**config.mk**
```make
export PLATFORM = sky130hd
export DESIGN_NAME = linear_interp_resampler
export DESIGN_NICKNAME = d
export VERILOG_FILES = /design/src/hw/rtl/lir_pkg.sv /design/src/hw/rtl/lir_lane.sv /design/src/hw/rtl/lir_merge.sv /design/src/hw/rtl/linear_interp_resampler.sv
export SDC_FILE = /design/constraint.sdc
export NUM_CORES = 2
export LEC_CHECK = 0
export ABC_AREA = 1
export BUFFER_PORTS_ARGS = -buffer_cell sky130_fd_sc_hd__buf_2
export CAP_MARGIN = 10
export CORE_ASPECT_RATIO = 0.9
export CORE_MARGIN = 5
export CORE_UTILIZATION = 25
export CTS_CLUSTER_DIAMETER = 80
export CTS_CLUSTER_SIZE = 24
export DETAILED_ROUTE_END_ITERATION = 8
export PLACE_DENSITY = 0.43
export SLEW_MARGIN = 40
export SYNTH_ARGS = -nofsm -noshare
export SYNTH_HDL_FRONTEND = slang
export SYNTH_SLANG_ARGS = --single-unit
```
**constraint.sdc**
```tcl
create_clock -name clk -period 8.05 [get_ports clk]
set_clock_uncertainty 0.15 [all_clocks]
set_input_delay 0 -clock clk [delete_from_list [all_inputs] [get_ports clk]]
set_output_delay 0 -clock clk [all_outputs]
set_load 0.1 [all_outputs]
```
**src/hw/rtl/lir_pkg.sv**
```systemverilog
// ---------------------------------------------------------------------------
// lir_pkg - shared types and constants of the linear interpolation resampler
// configuration register indexes and the side-band carried through the pipe
// ---------------------------------------------------------------------------
package lir_pkg;

    localparam int CFG_IDX_W = 2;

    localparam logic [CFG_IDX_W-1:0] CFG_STEP_RATIO = 2'd0;
    localparam logic [CFG_IDX_W-1:0] CFG_IN_STEREO  = 2'd1;
    localparam logic [CFG_IDX_W-1:0] CFG_OUT_STEREO = 2'd2;

    // channel mode as set by the configuration registers
    typedef struct packed {
        logic in_stereo;
        logic out_stereo;
    } lir_mode_t;

    // tag that travels beside the lane data
    typedef struct packed {
        logic valid;
        logic last;
    } lir_tag_t;

endpackage

```
**src/hw/rtl/lir_lane.sv**
```systemverilog
// ---------------------------------------------------------------------------
// lir_lane - one channel of the interpolator
// forms the exact numerator a*2^FRAC_BITS + (b - a)*alpha over two stages
// ---------------------------------------------------------------------------
module lir_lane #(
    parameter int SAMPLE_BITS = 24,
    parameter int FRAC_BITS   = 16
) (
    input  logic                                     clk,
    input  logic                                     en,
    input  logic signed [SAMPLE_BITS-1:0]            a,
    input  logic signed [SAMPLE_BITS-1:0]            b,
    input  logic        [FRAC_BITS-1:0]              alpha,
    output logic signed [SAMPLE_BITS+FRAC_BITS+1:0]  num
);

    localparam int NW = SAMPLE_BITS + FRAC_BITS + 2;

    logic signed [SAMPLE_BITS:0]   diff;
    logic signed [FRAC_BITS:0]     alpha_s;
    logic signed [NW-1:0]          prod_next;
    logic signed [NW-1:0]          prod_reg;
    logic signed [SAMPLE_BITS-1:0] base_reg;
    logic signed [NW-1:0]          base_ext;
    logic signed [NW-1:0]          num_reg;

    assign diff      = {b[SAMPLE_BITS-1], b} - {a[SAMPLE_BITS-1], a};
    assign alpha_s   = $signed({1'b0, alpha});
    assign prod_next = diff * alpha_s;
    assign base_ext  = {{(NW-SAMPLE_BITS){base_reg[SAMPLE_BITS-1]}}, base_reg};

    always_ff @(posedge clk)
    begin
        if (en)
        begin
            prod_reg <= prod_next;
            base_reg <= a;
            num_reg  <= (base_ext <<< FRAC_BITS) + prod_reg;
        end
    end

    assign num = num_reg;

endmodule

```
**src/hw/rtl/lir_merge.sv**
```systemverilog
// ---------------------------------------------------------------------------
// lir_merge - combines the two lanes into one output item
// truncates toward zero, forms the mono average and holds the output register
// ---------------------------------------------------------------------------
module lir_merge #(
    parameter int SAMPLE_BITS = 24,
    parameter int FRAC_BITS   = 16
) (
    input  logic                                     clk,
    input  logic                                     rst_n,
    input  lir_pkg::lir_mode_t                       mode,
    input  lir_pkg::lir_tag_t                        tag,
    input  logic signed [SAMPLE_BITS+FRAC_BITS+1:0]  num_l,
    input  logic signed [SAMPLE_BITS+FRAC_BITS+1:0]  num_r,
    input  logic                                     out_ready,
    output logic                                     out_valid,
    output logic                                     out_last,
    output logic        [SAMPLE_BITS-1:0]            out_left,
    output logic        [SAMPLE_BITS-1:0]            out_right,
    output logic                                     en
);

    localparam int NW = SAMPLE_BITS + FRAC_BITS + 2;
    localparam logic signed [NW-1:0] BIAS_ONE = NW'((64'd1 << FRAC_BITS) - 64'd1);
    localparam logic signed [NW:0]   BIAS_TWO = (NW+1)'((64'd1 << (FRAC_BITS + 1)) - 64'd1);

    logic signed [NW-1:0]          tl;
    logic signed [NW-1:0]          tr;
    logic signed [NW:0]            sum;
    logic signed [NW:0]            ts;
    logic        [SAMPLE_BITS-1:0] ql;
    logic        [SAMPLE_BITS-1:0] qr;
    logic        [SAMPLE_BITS-1:0] qs;
    logic        [SAMPLE_BITS-1:0] left_next;
    logic        [SAMPLE_BITS-1:0] right_next;
    logic                          valid_reg;
    logic                          last_reg;
    logic        [SAMPLE_BITS-1:0] left_reg;
    logic        [SAMPLE_BITS-1:0] right_reg;

    always_comb
    begin
        // bias negative values so the arithmetic shift rounds toward zero
        tl  = num_l + (num_l[NW-1] ? BIAS_ONE : '0);
        tr  = num_r + (num_r[NW-1] ? BIAS_ONE : '0);
        sum = {num_l[NW-1], num_l} + {num_r[NW-1], num_r};
        ts  = sum + (sum[NW] ? BIAS_TWO : '0);
        ql  = SAMPLE_BITS'(tl >>> FRAC_BITS);
        qr  = SAMPLE_BITS'(tr >>> FRAC_BITS);
        qs  = SAMPLE_BITS'(ts >>> (FRAC_BITS + 1));
        if (!mode.out_stereo && mode.in_stereo)
        begin
            left_next  = qs;
            right_next = qs;
        end
        else
        begin
            left_next  = ql;
            right_next = mode.in_stereo ? qr : ql;
        end
    end

    assign en = !valid_reg || out_ready;

    always_ff @(posedge clk or negedge rst_n)
    begin
        if (!rst_n)
        begin
            valid_reg <= 1'b0;
        end
        else if (en)
        begin
            valid_reg <= tag.valid;
        end
    end

    always_ff @(posedge clk)
    begin
        if (en)
        begin
            last_reg  <= tag.last;
            left_reg  <= left_next;
            right_reg <= right_next;
        end
    end

    assign out_valid = valid_reg;
    assign out_last  = last_reg;
    assign out_left  = left_reg;
    assign out_right = right_reg;

endmodule

```
**src/hw/rtl/linear_interp_resampler.sv**
```systemverilog
// ---------------------------------------------------------------------------
// linear_interp_resampler - linear interpolation sample rate converter
// resamples stereo or mono audio frames by a Q16 phase step
// ---------------------------------------------------------------------------
// usage:
// - input frames arrive on the s_ stream (tdata: left, right; tuser: restart)
// - output items leave on the m_ stream (tdata: left, right; tlast marks the
//   final item caused by one input frame)
// - step ratio and channel mode are written on the cfg_ port while idle
// - a first frame or a restart frame is stored and gives no item
// - any other frame occupies the sequencer for its n items, n being the number
//   of items it causes (0 to MAX_RUN), and for one phase wrap step; the sequencer
//   issues one phase a cycle unless the receiver stalls it
// - the first item of a frame passes, once the frame's sequencing starts,
//   through two lane stages and the output register
// - a stalled receiver holds the output register, the lane pipeline and the
//   sequencer together; no item is lost
// - reset clears history and phase and restores the default configuration
//   (unity step, stereo in, stereo out)
// ---------------------------------------------------------------------------
module linear_interp_resampler #(
    parameter int SAMPLE_BITS = 24,
    parameter int FRAC_BITS   = 16,
    parameter int MAX_RUN     = 8
) (
    input  logic                                    clk,
    input  logic                                    rst_n,
    // s_tdata: left_in, right_in, zero fill
    input  logic [((2*SAMPLE_BITS+7)/8)*8-1:0]      s_tdata,
    // s_tuser: restart
    input  logic [0:0]                              s_tuser,
    input  logic                                    s_tvalid,
    output logic                                    s_tready,
    // m_tdata: left_out, right_out, zero fill
    output logic [((2*SAMPLE_BITS+7)/8)*8-1:0]      m_tdata,
    output logic                                    m_tlast,
    output logic                                    m_tvalid,
    input  logic                                    m_tready,
    input  logic                                    cfg_we,
    input  logic [lir_pkg::CFG_IDX_W-1:0]           cfg_addr,
    input  logic [FRAC_BITS+3:0]                    cfg_wdata
);

    localparam int DW = ((2*SAMPLE_BITS+7)/8)*8;
    localparam int NW = SAMPLE_BITS + FRAC_BITS + 2;
    localparam int PW = FRAC_BITS + 4;
    localparam int CW = $clog2(MAX_RUN + 1);
    localparam logic [PW-1:0] ONE_PHASE = PW'(1) << FRAC_BITS;
    localparam logic [CW-1:0] RUN_LIMIT = CW'(MAX_RUN);

    logic [PW-1:0]                 step_reg;
    lir_pkg::lir_mode_t            mode_reg;
    logic signed [SAMPLE_BITS-1:0] prev_l_reg;
    logic signed [SAMPLE_BITS-1:0] prev_r_reg;
    logic signed [SAMPLE_BITS-1:0] cur_l_reg;
    logic signed [SAMPLE_BITS-1:0] cur_r_reg;
    logic                          have_prev_reg;
    logic [PW-1:0]                 phase_reg;
    logic [CW-1:0]                 count_reg;
    logic                          busy_reg;
    lir_pkg::lir_tag_t             tag1_reg;
    lir_pkg::lir_tag_t             tag2_reg;
    lir_pkg::lir_tag_t             tag1_next;

    logic                          en;
    logic                          in_acc;
    logic                          restart;
    logic signed [SAMPLE_BITS-1:0] in_left;
    logic signed [SAMPLE_BITS-1:0] in_right;
    logic                          phase_lt_one;
    logic                          can_issue;
    logic                          issue;
    logic                          finish;
    logic [PW:0]                   phase_sum;
    logic [PW-1:0]                 phase_next;
    logic signed [SAMPLE_BITS-1:0] lane_r_a;
    logic signed [SAMPLE_BITS-1:0] lane_r_b;
    logic signed [NW-1:0]          num_l;
    logic signed [NW-1:0]          num_r;
    logic [SAMPLE_BITS-1:0]        out_left;
    logic [SAMPLE_BITS-1:0]        out_right;

    assign in_left  = $signed(s_tdata[SAMPLE_BITS-1:0]);
    assign in_right = $signed(s_tdata[2*SAMPLE_BITS-1:SAMPLE_BITS]);
    assign restart  = s_tuser[0];
    assign s_tready = !busy_reg;
    assign in_acc   = s_tvalid && s_tready;

    assign phase_lt_one = (phase_reg[PW-1:FRAC_BITS] == '0);
    assign can_issue    = phase_lt_one && (count_reg != RUN_LIMIT);
    assign issue        = busy_reg && en && can_issue;
    assign finish       = busy_reg && en && !can_issue;

    // saturating phase advance
    assign phase_sum  = {1'b0, phase_reg} + {1'b0, step_reg};
    assign phase_next = phase_sum[PW] ? '1 : phase_sum[PW-1:0];

    always_comb
    begin
        tag1_next.valid = issue;
        tag1_next.last  = (phase_next[PW-1:FRAC_BITS] != '0)
                          || (count_reg == CW'(MAX_RUN - 1));
    end

    always_ff @(posedge clk or negedge rst_n)
    begin
        if (!rst_n)
        begin
            step_reg            <= ONE_PHASE;
            mode_reg.in_stereo  <= 1'b1;
            mode_reg.out_stereo <= 1'b1;
            prev_l_reg          <= '0;
            prev_r_reg          <= '0;
            have_prev_reg       <= 1'b0;
            phase_reg           <= '0;
            count_reg           <= '0;
            busy_reg            <= 1'b0;
            tag1_reg            <= '0;
            tag2_reg            <= '0;
        end
        else
        begin
            if (cfg_we)
            begin
                unique case (cfg_addr)
                    lir_pkg::CFG_STEP_RATIO: step_reg            <= cfg_wdata;
                    lir_pkg::CFG_IN_STEREO:  mode_reg.in_stereo  <= cfg_wdata[0];
                    lir_pkg::CFG_OUT_STEREO: mode_reg.out_stereo <= cfg_wdata[0];
                    default: ;
                endcase
            end

            if (in_acc)
            begin
                if (restart || !have_prev_reg)
                begin
                    prev_l_reg    <= in_left;
                    prev_r_reg    <= in_right;
                    have_prev_reg <= 1'b1;
                    phase_reg     <= '0;
                end
                else
                begin
                    busy_reg  <= 1'b1;
                    count_reg <= '0;
                end
            end

            if (issue)
            begin
                phase_reg <= phase_next;
                count_reg <= count_reg + CW'(1);
            end

            if (finish)
            begin
                phase_reg  <= phase_lt_one ? '0 : phase_reg - ONE_PHASE;
                prev_l_reg <= cur_l_reg;
                prev_r_reg <= cur_r_reg;
                busy_reg   <= 1'b0;
            end

            if (en)
            begin
                tag1_reg <= tag1_next;
                tag2_reg <= tag1_reg;
            end
        end
    end

    always_ff @(posedge clk)
    begin
        if (in_acc)
        begin
            cur_l_reg <= in_left;
            cur_r_reg <= in_right;
        end
    end

    // mono input feeds the left channel to both lanes
    assign lane_r_a = mode_reg.in_stereo ? prev_r_reg : prev_l_reg;
    assign lane_r_b = mode_reg.in_stereo ? cur_r_reg  : cur_l_reg;

    lir_lane #(
        .SAMPLE_BITS (SAMPLE_BITS),
        .FRAC_BITS   (FRAC_BITS)
    ) u_lane_l (
        .clk   (clk),
        .en    (en),
        .a     (prev_l_reg),
        .b     (cur_l_reg),
        .alpha (phase_reg[FRAC_BITS-1:0]),
        .num   (num_l)
    );

    lir_lane #(
        .SAMPLE_BITS (SAMPLE_BITS),
        .FRAC_BITS   (FRAC_BITS)
    ) u_lane_r (
        .clk   (clk),
        .en    (en),
        .a     (lane_r_a),
        .b     (lane_r_b),
        .alpha (phase_reg[FRAC_BITS-1:0]),
        .num   (num_r)
    );

    lir_merge #(
        .SAMPLE_BITS (SAMPLE_BITS),
        .FRAC_BITS   (FRAC_BITS)
    ) u_merge (
        .clk       (clk),
        .rst_n     (rst_n),
        .mode      (mode_reg),
        .tag       (tag2_reg),
        .num_l     (num_l),
        .num_r     (num_r),
        .out_ready (m_tready),
        .out_valid (m_tvalid),
        .out_last  (m_tlast),
        .out_left  (out_left),
        .out_right (out_right),
        .en        (en)
    );

    assign m_tdata = DW'({out_right, out_left});

`ifndef SYNTHESIS
    a_count_bound: assert property (@(posedge clk) disable iff (!rst_n)
        busy_reg |-> (count_reg <= RUN_LIMIT))
        else $error("run count beyond limit");

    a_start_run: assert property (@(posedge clk) disable iff (!rst_n)
        (in_acc && !restart && have_prev_reg) |=> busy_reg)
        else $error("frame with history did not start a run");

    a_run_limit: assert property (@(posedge clk) disable iff (!rst_n)
        (busy_reg && en && (count_reg == RUN_LIMIT)) |=> !busy_reg)
        else $error("run did not end at the limit");

    a_issue_phase: assert property (@(posedge clk) disable iff (!rst_n)
        issue |-> (phase_reg < ONE_PHASE))
        else $error("item issued with phase at or above one");
`endif

endmodule
```
# Yosys cells after proc, flatten, opt, wreduce, memory -nomap -nowiden
# Cells that the tools add are included.
# Widths: inputs -> output; s select.
word_totals:
  register_bits: 414
op_classes:
  n_addsub: 11
  multipliers: 2
  n_eq_ne: 6
  mux: 26
  reduce_logical: 30
ops:
  columns: ["operator", "count"]
  rows:
  - ["$mux 24", 11]
  - ["$mux 20", 6]
  - ["$add 40x42->42", 2]
  - ["$mul 25x17->42", 2]
  - ["$add 40x40->40", 2]
  - ["$sub 24x24->25", 2]
  - ["$add 42x42->43", 1]
  - ["$add 41x41->41", 1]
  - ["$mux 16", 2]
  - ["$add 20x20->21", 1]
  - ["$sub 20x17->20 const B", 1]
  - ["$mux 17", 1]
  - ["$reduce_and 2->1", 8]
  - ["$mux 4", 3]
  - ["$logic_and 1x1->1", 6]
  - ["$reduce_bool 2->1", 3]
  - ["$reduce_bool 3->1", 2]
  - ["$logic_not 1->1", 5]
  - ["$add 4x1->4 const B", 1]
  - ["$eq 4x3->1 const B", 1]
  - ["$logic_not 4->1", 1]
  - ["$ne 2x2->1 const B", 2]
  - ["$ne 4x4->1 const B", 1]
  - ["$reduce_bool 4->1", 1]
  - ["other kinds (5)", 9]

# Depth between registers and ports, before layout
logic_depth:
  depth_word: 6
  mapped_depth: 45
  mapped_depth_nobuf: 43

# Hierarchy
# Synthesis repeated with hierarchy kept, for this count alone.
unflattened:
  cells_unflattened: 8024
  area_unflattened_um2: 61037.3
by_module_without_submodules:
  columns: ["mod", "n_inst", "cells_each", "area_per_inst_um2"]
  rows:
  - ["lir_lane (u_lane_l)", 1, 2817, 22261.4]
  - ["lir_lane (u_lane_r)", 1, 2791, 22028.6]
  - ["lir_merge", 1, 1543, 9019.9]
  - ["linear_interp_resampler", 1, 873, 7727.4]

# Worst setup path after synthesis
# Ideal clock, no wire load.
synth_timing:
  kind: "reg2reg"
  startpoint: "register mode_reg[1] in the netlist's numbering"
  endpoint: "register u_lane_r.prod_reg[40] (data pin)"
  arrival_time_ps: 8410
  t_required_ps: 7648
  setup_slack_ps: -762
  stages_incl_launch_ff: 44
  path_buffers: 3
  synth_period_minus_slack_ps: 8812
  cell_sequence: "dfstp_2 clkbuf_1 clkbuf_1 o21ai_0 ha_1 fa_1 o21ai_1 nand2_1 o21ai_1 and2_1 o21ai_0 nand2_1 nand2_1 nand2_1 a21oi_1 inv_1 or2_2 nand2_1 [8 not listed] fa_1 inv_1 fa_1 fa_1 ha_1 nand2_1 nor2_1 nand4_1 nor2_1 nor2_1 o21bai_1 a21oi_1 o21ai_1 a21boi_0 o21ai_1 nand3b_1 nand3_1 nand2_1"
synth_between:
  elab_chain_cells: 3
synth_rtl:
  columns: ["element", "line", "text"]
  rows:
  - ["start: declaration", "linear_interp_resampler.sv:52", "lir_pkg::lir_mode_t mode_reg;"]
  - ["$mux 24", "linear_interp_resampler.sv:181", "assign lane_r_a = mode_reg.in_stereo ? prev_r_reg : prev_l_reg;"]
  - ["net lane_r_a[0]", "linear_interp_resampler.sv:76", "logic signed [SAMPLE_BITS-1:0] lane_r_a;"]
  - ["$sub 24x24->25", "lir_lane.sv:27", "assign diff = {b[SAMPLE_BITS-1], b} - {a[SAMPLE_BITS-1], a};"]
  - ["$mul 25x17->42", "lir_lane.sv:29", "assign prod_next = diff * alpha_s;"]
  - ["net u_lane_r.prod_next[40]", "lir_lane.sv:21", "logic signed [NW-1:0] prod_next;"]
  - ["end signal: assignment", "lir_lane.sv:36", "prod_reg <= prod_next;"]
  - ["end: declaration", "lir_lane.sv:22", "logic signed [NW-1:0] prod_reg;"]
# The timed path passes the listed nets, and every way through them passes these cells.
# A chain may end at the register's enable or synchronous reset.

# Worst setup path in the final report
layout_timing:
  startpoint: "register mode_reg[1] in the netlist's numbering"
  endpoint: "register u_lane_r.prod_reg[38] (data pin)"
layout_between:
  elab_chain_cells: 3
layout_rtl:
  columns: ["element", "line"]
  rows:
  - ["$mux 24, on equally long branches", "linear_interp_resampler.sv:182, linear_interp_resampler.sv:181"]
  - ["$sub 24x24->25 *", "lir_lane.sv:27"]
  - ["$mul 25x17->42 *", "lir_lane.sv:29"]
  - ["net u_lane_r.prod_next[38]", "lir_lane.sv:21"]
# Mark *: on every way through the listed nets, which the timed path passes. The rest lies on a longest branch.

==> flow_summary.json <==
{
  "critPathBufInv": 10,
  "synthAdderAreaFrac_pct": 37.78,
  "outcome": "complete, but fails checks",
  "synth.yosys.warnings": 0,
  "critPathMostFrequentCell": "fa_1",
  "gr-total-overflow": 0,
  "min_to": "cur_l_reg[8]",
  "num_vias": 48620,
  "timing_worst_setup_path_type": "reg2reg",
  "rr_startpoint": "mode_reg[1]",
  "grt_start_max_net_pins": 82,
  "tns_ps": -2566,
  "place.detailed.hpwl_um": 186700,
  "worst_r2r_endpoint": "u_lane_r.prod_reg[38]",
  "clk_pin_slew_ps": 90,
  "route.antenna.remaining_nets": 0,
  "worstHoldStart": "s_tdata[8]",
  "postRouteWirelength_um": 222200,
  "final.min_clock_period_ps": 8284,
  "cts_tree": "yes",
  "reg2regPathDepth": 38,
  "maxCapViolations": 0,
  "cp-startpoint": "mode_reg[1]",
  "syn_area_um2": 55460,
  "synth-seq-cells": 414,
  "rsz0062_at_grt": "yes",
  "worstMarginPinSlew_ps": 866.2,
  "detail_route.wl_per_cell_um": 20.83,
  "cp_top_family": "adder cells",
  "synth_top_cell_area_share_pct": 28.44,
  "ys_async_sr_fraction_pct": 24.40,
  "synth_top_area_cell": "fa_1",
  "reg2reg_setup_slack_ps": -230,
  "fmax_mhz": 120.7,
  "drt_pass1_iterations": 6,
  "cts_buffer_depth": 3,
  "cts-root-buf": "clkbuf_16",
  "synthesis.nets": 7920,
  "cts_buffers": 38,
  "cp_slowest_cell": "dfstp_2",
  "h-tree-depth": 2,
  "core_area_um2": 221400,
  "num_rows": 164,
  "worstSkewPairLatency_ps": 630,
  "synth_xor_area_share_pct": 3.404,
  "synth-seq-area-share_pct": 21.51,
  "design_area_um2": 73740,
  "ys.flop_type": "edfxtp_1",
  "drv_slew": 0,
  "drt_iter0_drc": 3405,
  "avgSynthCellArea_um2": 8.350,
  "synth_area_leaders": "fa_1 (28%), edfxtp_1 (17%), inv_1 (9.5%)",
  "violations": "setup timing",
  "synth.most_common_cell": "inv_1",
  "min_delay_path_depth": 2,
  "yosys-top-cells-count": "inv_1 (1,408), nand2_1 (1,322), fa_1 (788)",
  "synth_top_family_by_area": "adder cells",
  "route.detailed.drc": 0,
  "ios": 127,
  "synth-simple-area-share_pct": 18.01,
  "vias_per_cell": 4.559,
  "die-area_um2": 231400,
  "synth_edf_count": 313,
  "required_ps": 8240,
  "cp-start-kind": "flip-flop",
  "setup_slack_ps": -233.5,
  "gp_congestion": 0.9491,
  "placed_area_um2": 65620,
  "max_stage_delay_ps": 650,
  "cts.sinks": 414,
  "drive_above_1_share_pct": 25.25,
  "port_buffers": 126,
  "groute.usage.overall_pct": 18.97,
  "dieHeight_um": 456.8,
  "grt_pass1_wl_um": 331100,
  "worstPathArrival_ps": 8480,
  "hold_path.class": "in2reg",
  "synth_mux_area_share_pct": 0.3655,
  "finalHoldViolCount": 0,
  "die_x_um": 506.5,
  "synth_cell_types": 66,
  "slew_headroom_pct": 42.11,
  "antenna_found_initial": 14,
  "final-setup-viol-count": 17,
  "grt_pass1_vias": 50780,
  "area_growth_pct": 32.96,
  "initial_core_util_pct": 25.05,
  "min_period_over_period_pct": 102.9,
  "fin_util_pct": 33.31,
  "synth-compound-area-share_pct": 8.103,
  "endpoint_kind": "flip-flop",
  "finalNetCount": 9006,
  "syn_inst": 6642,
  "hold_ws_ps": 45.08,
  "crit_fanout": 8
}
## how the worst max path moves through the flow
stage | to | slack [ps] | cells past startpoint
after global routing | u_lane_r.prod_reg[34] | -610 | 39
after CTS | u_lane_r.prod_reg[38] | -290 | 38
after floorplan | u_lane_r.prod_reg[40] | -8 | 43
final | u_lane_r.prod_reg[38] | -230 | 38
after global placement | u_lane_r.prod_reg[38] | -970 | 36
after detailed placement | u_lane_r.prod_reg[38] | -940 | 36
## worst reg2reg max path, delay by kind of cell (launching register included)
family                   cells  cell delay, ps
AO/OA/AOI/OAI                9            1340
AND/OR/NAND/NOR             10             870
flip-flops                   1             650
XOR/XNOR                     1             180
buffers and inverters       10            1180
adder cells (fa/ha/maj)      8            3640
## through the flow
step,worst slack (ps),std cells
after floorplan,-8.031,6642
after global placement,-970.6,10310
after detailed placement,-944.5,10310
after CTS,-292.2,10620
after global routing,-611.8,10660
final,-233.5,10670
## logic make-up (layout without fill, tap and decap cells)
kind of cell	after synthesis	in the layout
muxes	18	18
adders and majority gates	1202	1202
xor gates and xnor gates	213	213
and+or+nand+nor	2411	2411
DFF	414	414
buffers and inverters	1593	2709
AOI/OAI and AO/OA	791	791
other	0	2
## final cells by class
cell class / instances / area [um^2]
clock inverters: 28 / 416.7
repair buffers: 1211 / 9986
inverters: 1428 / 5464
clock buffers: 42 / 987.2
well taps: 2905 / 3635
diodes: 2 / 5.005
multi-input cells: 4635 / 41310
fillers: 23160 / 147700
flip-flops and latches: 414 / 11940
## timing repair
item,4_1_cts,5_1_grt
gates cloned,3,0
pin swaps,295,352
endpoints found under the hold margin,238,0
buffers inserted,91,68
setup endpoints to repair,52,51
hold buffers,149,0
resized for setup,511,487
## metal layers
metal	vias to the layer above	track usage, %	part of all wire [%]
met2	1187	31.93	47
li1	22810	-	-
met3	298	1.593	4.5
met1	24320	25.94	44
met5	-	0	0.0059
met4	2	5.748	3.8
## cells in the final DEF (no fill, tap or decap), types with 15 or more instances in the layout
cell	count
nand2_4	43
nand3_2	18
o21ai_0	165
fa_1	740
nor2_4	29
dfrtp_1	94
a21oi_2	67
or2_2	76
buf_2	125
inv_1	1304
a31oi_1	18
inv_2	93
nand2_1	1182
nand3_1	222
nor2_2	31
nor2_1	549
nand4_1	45
dlygate4sd3_1	148
clkbuf_16	39
o21bai_1	17
o211ai_1	57
buf_12	28
fa_2	48
a21oi_1	249
edfxtp_1	313
ha_4	81
o21ai_2	37
xnor2_1	75
mux2_2	18
nor3_1	38
o21ai_1	35
ha_1	328
buf_4	803
nand2_2	103
xor2_1	106
buf_6	97
a21o_1	15
a21oi_4	25
Power is not shown: default switching activity piles up to over one toggle a cycle in this logic, so the estimate is an artifact.
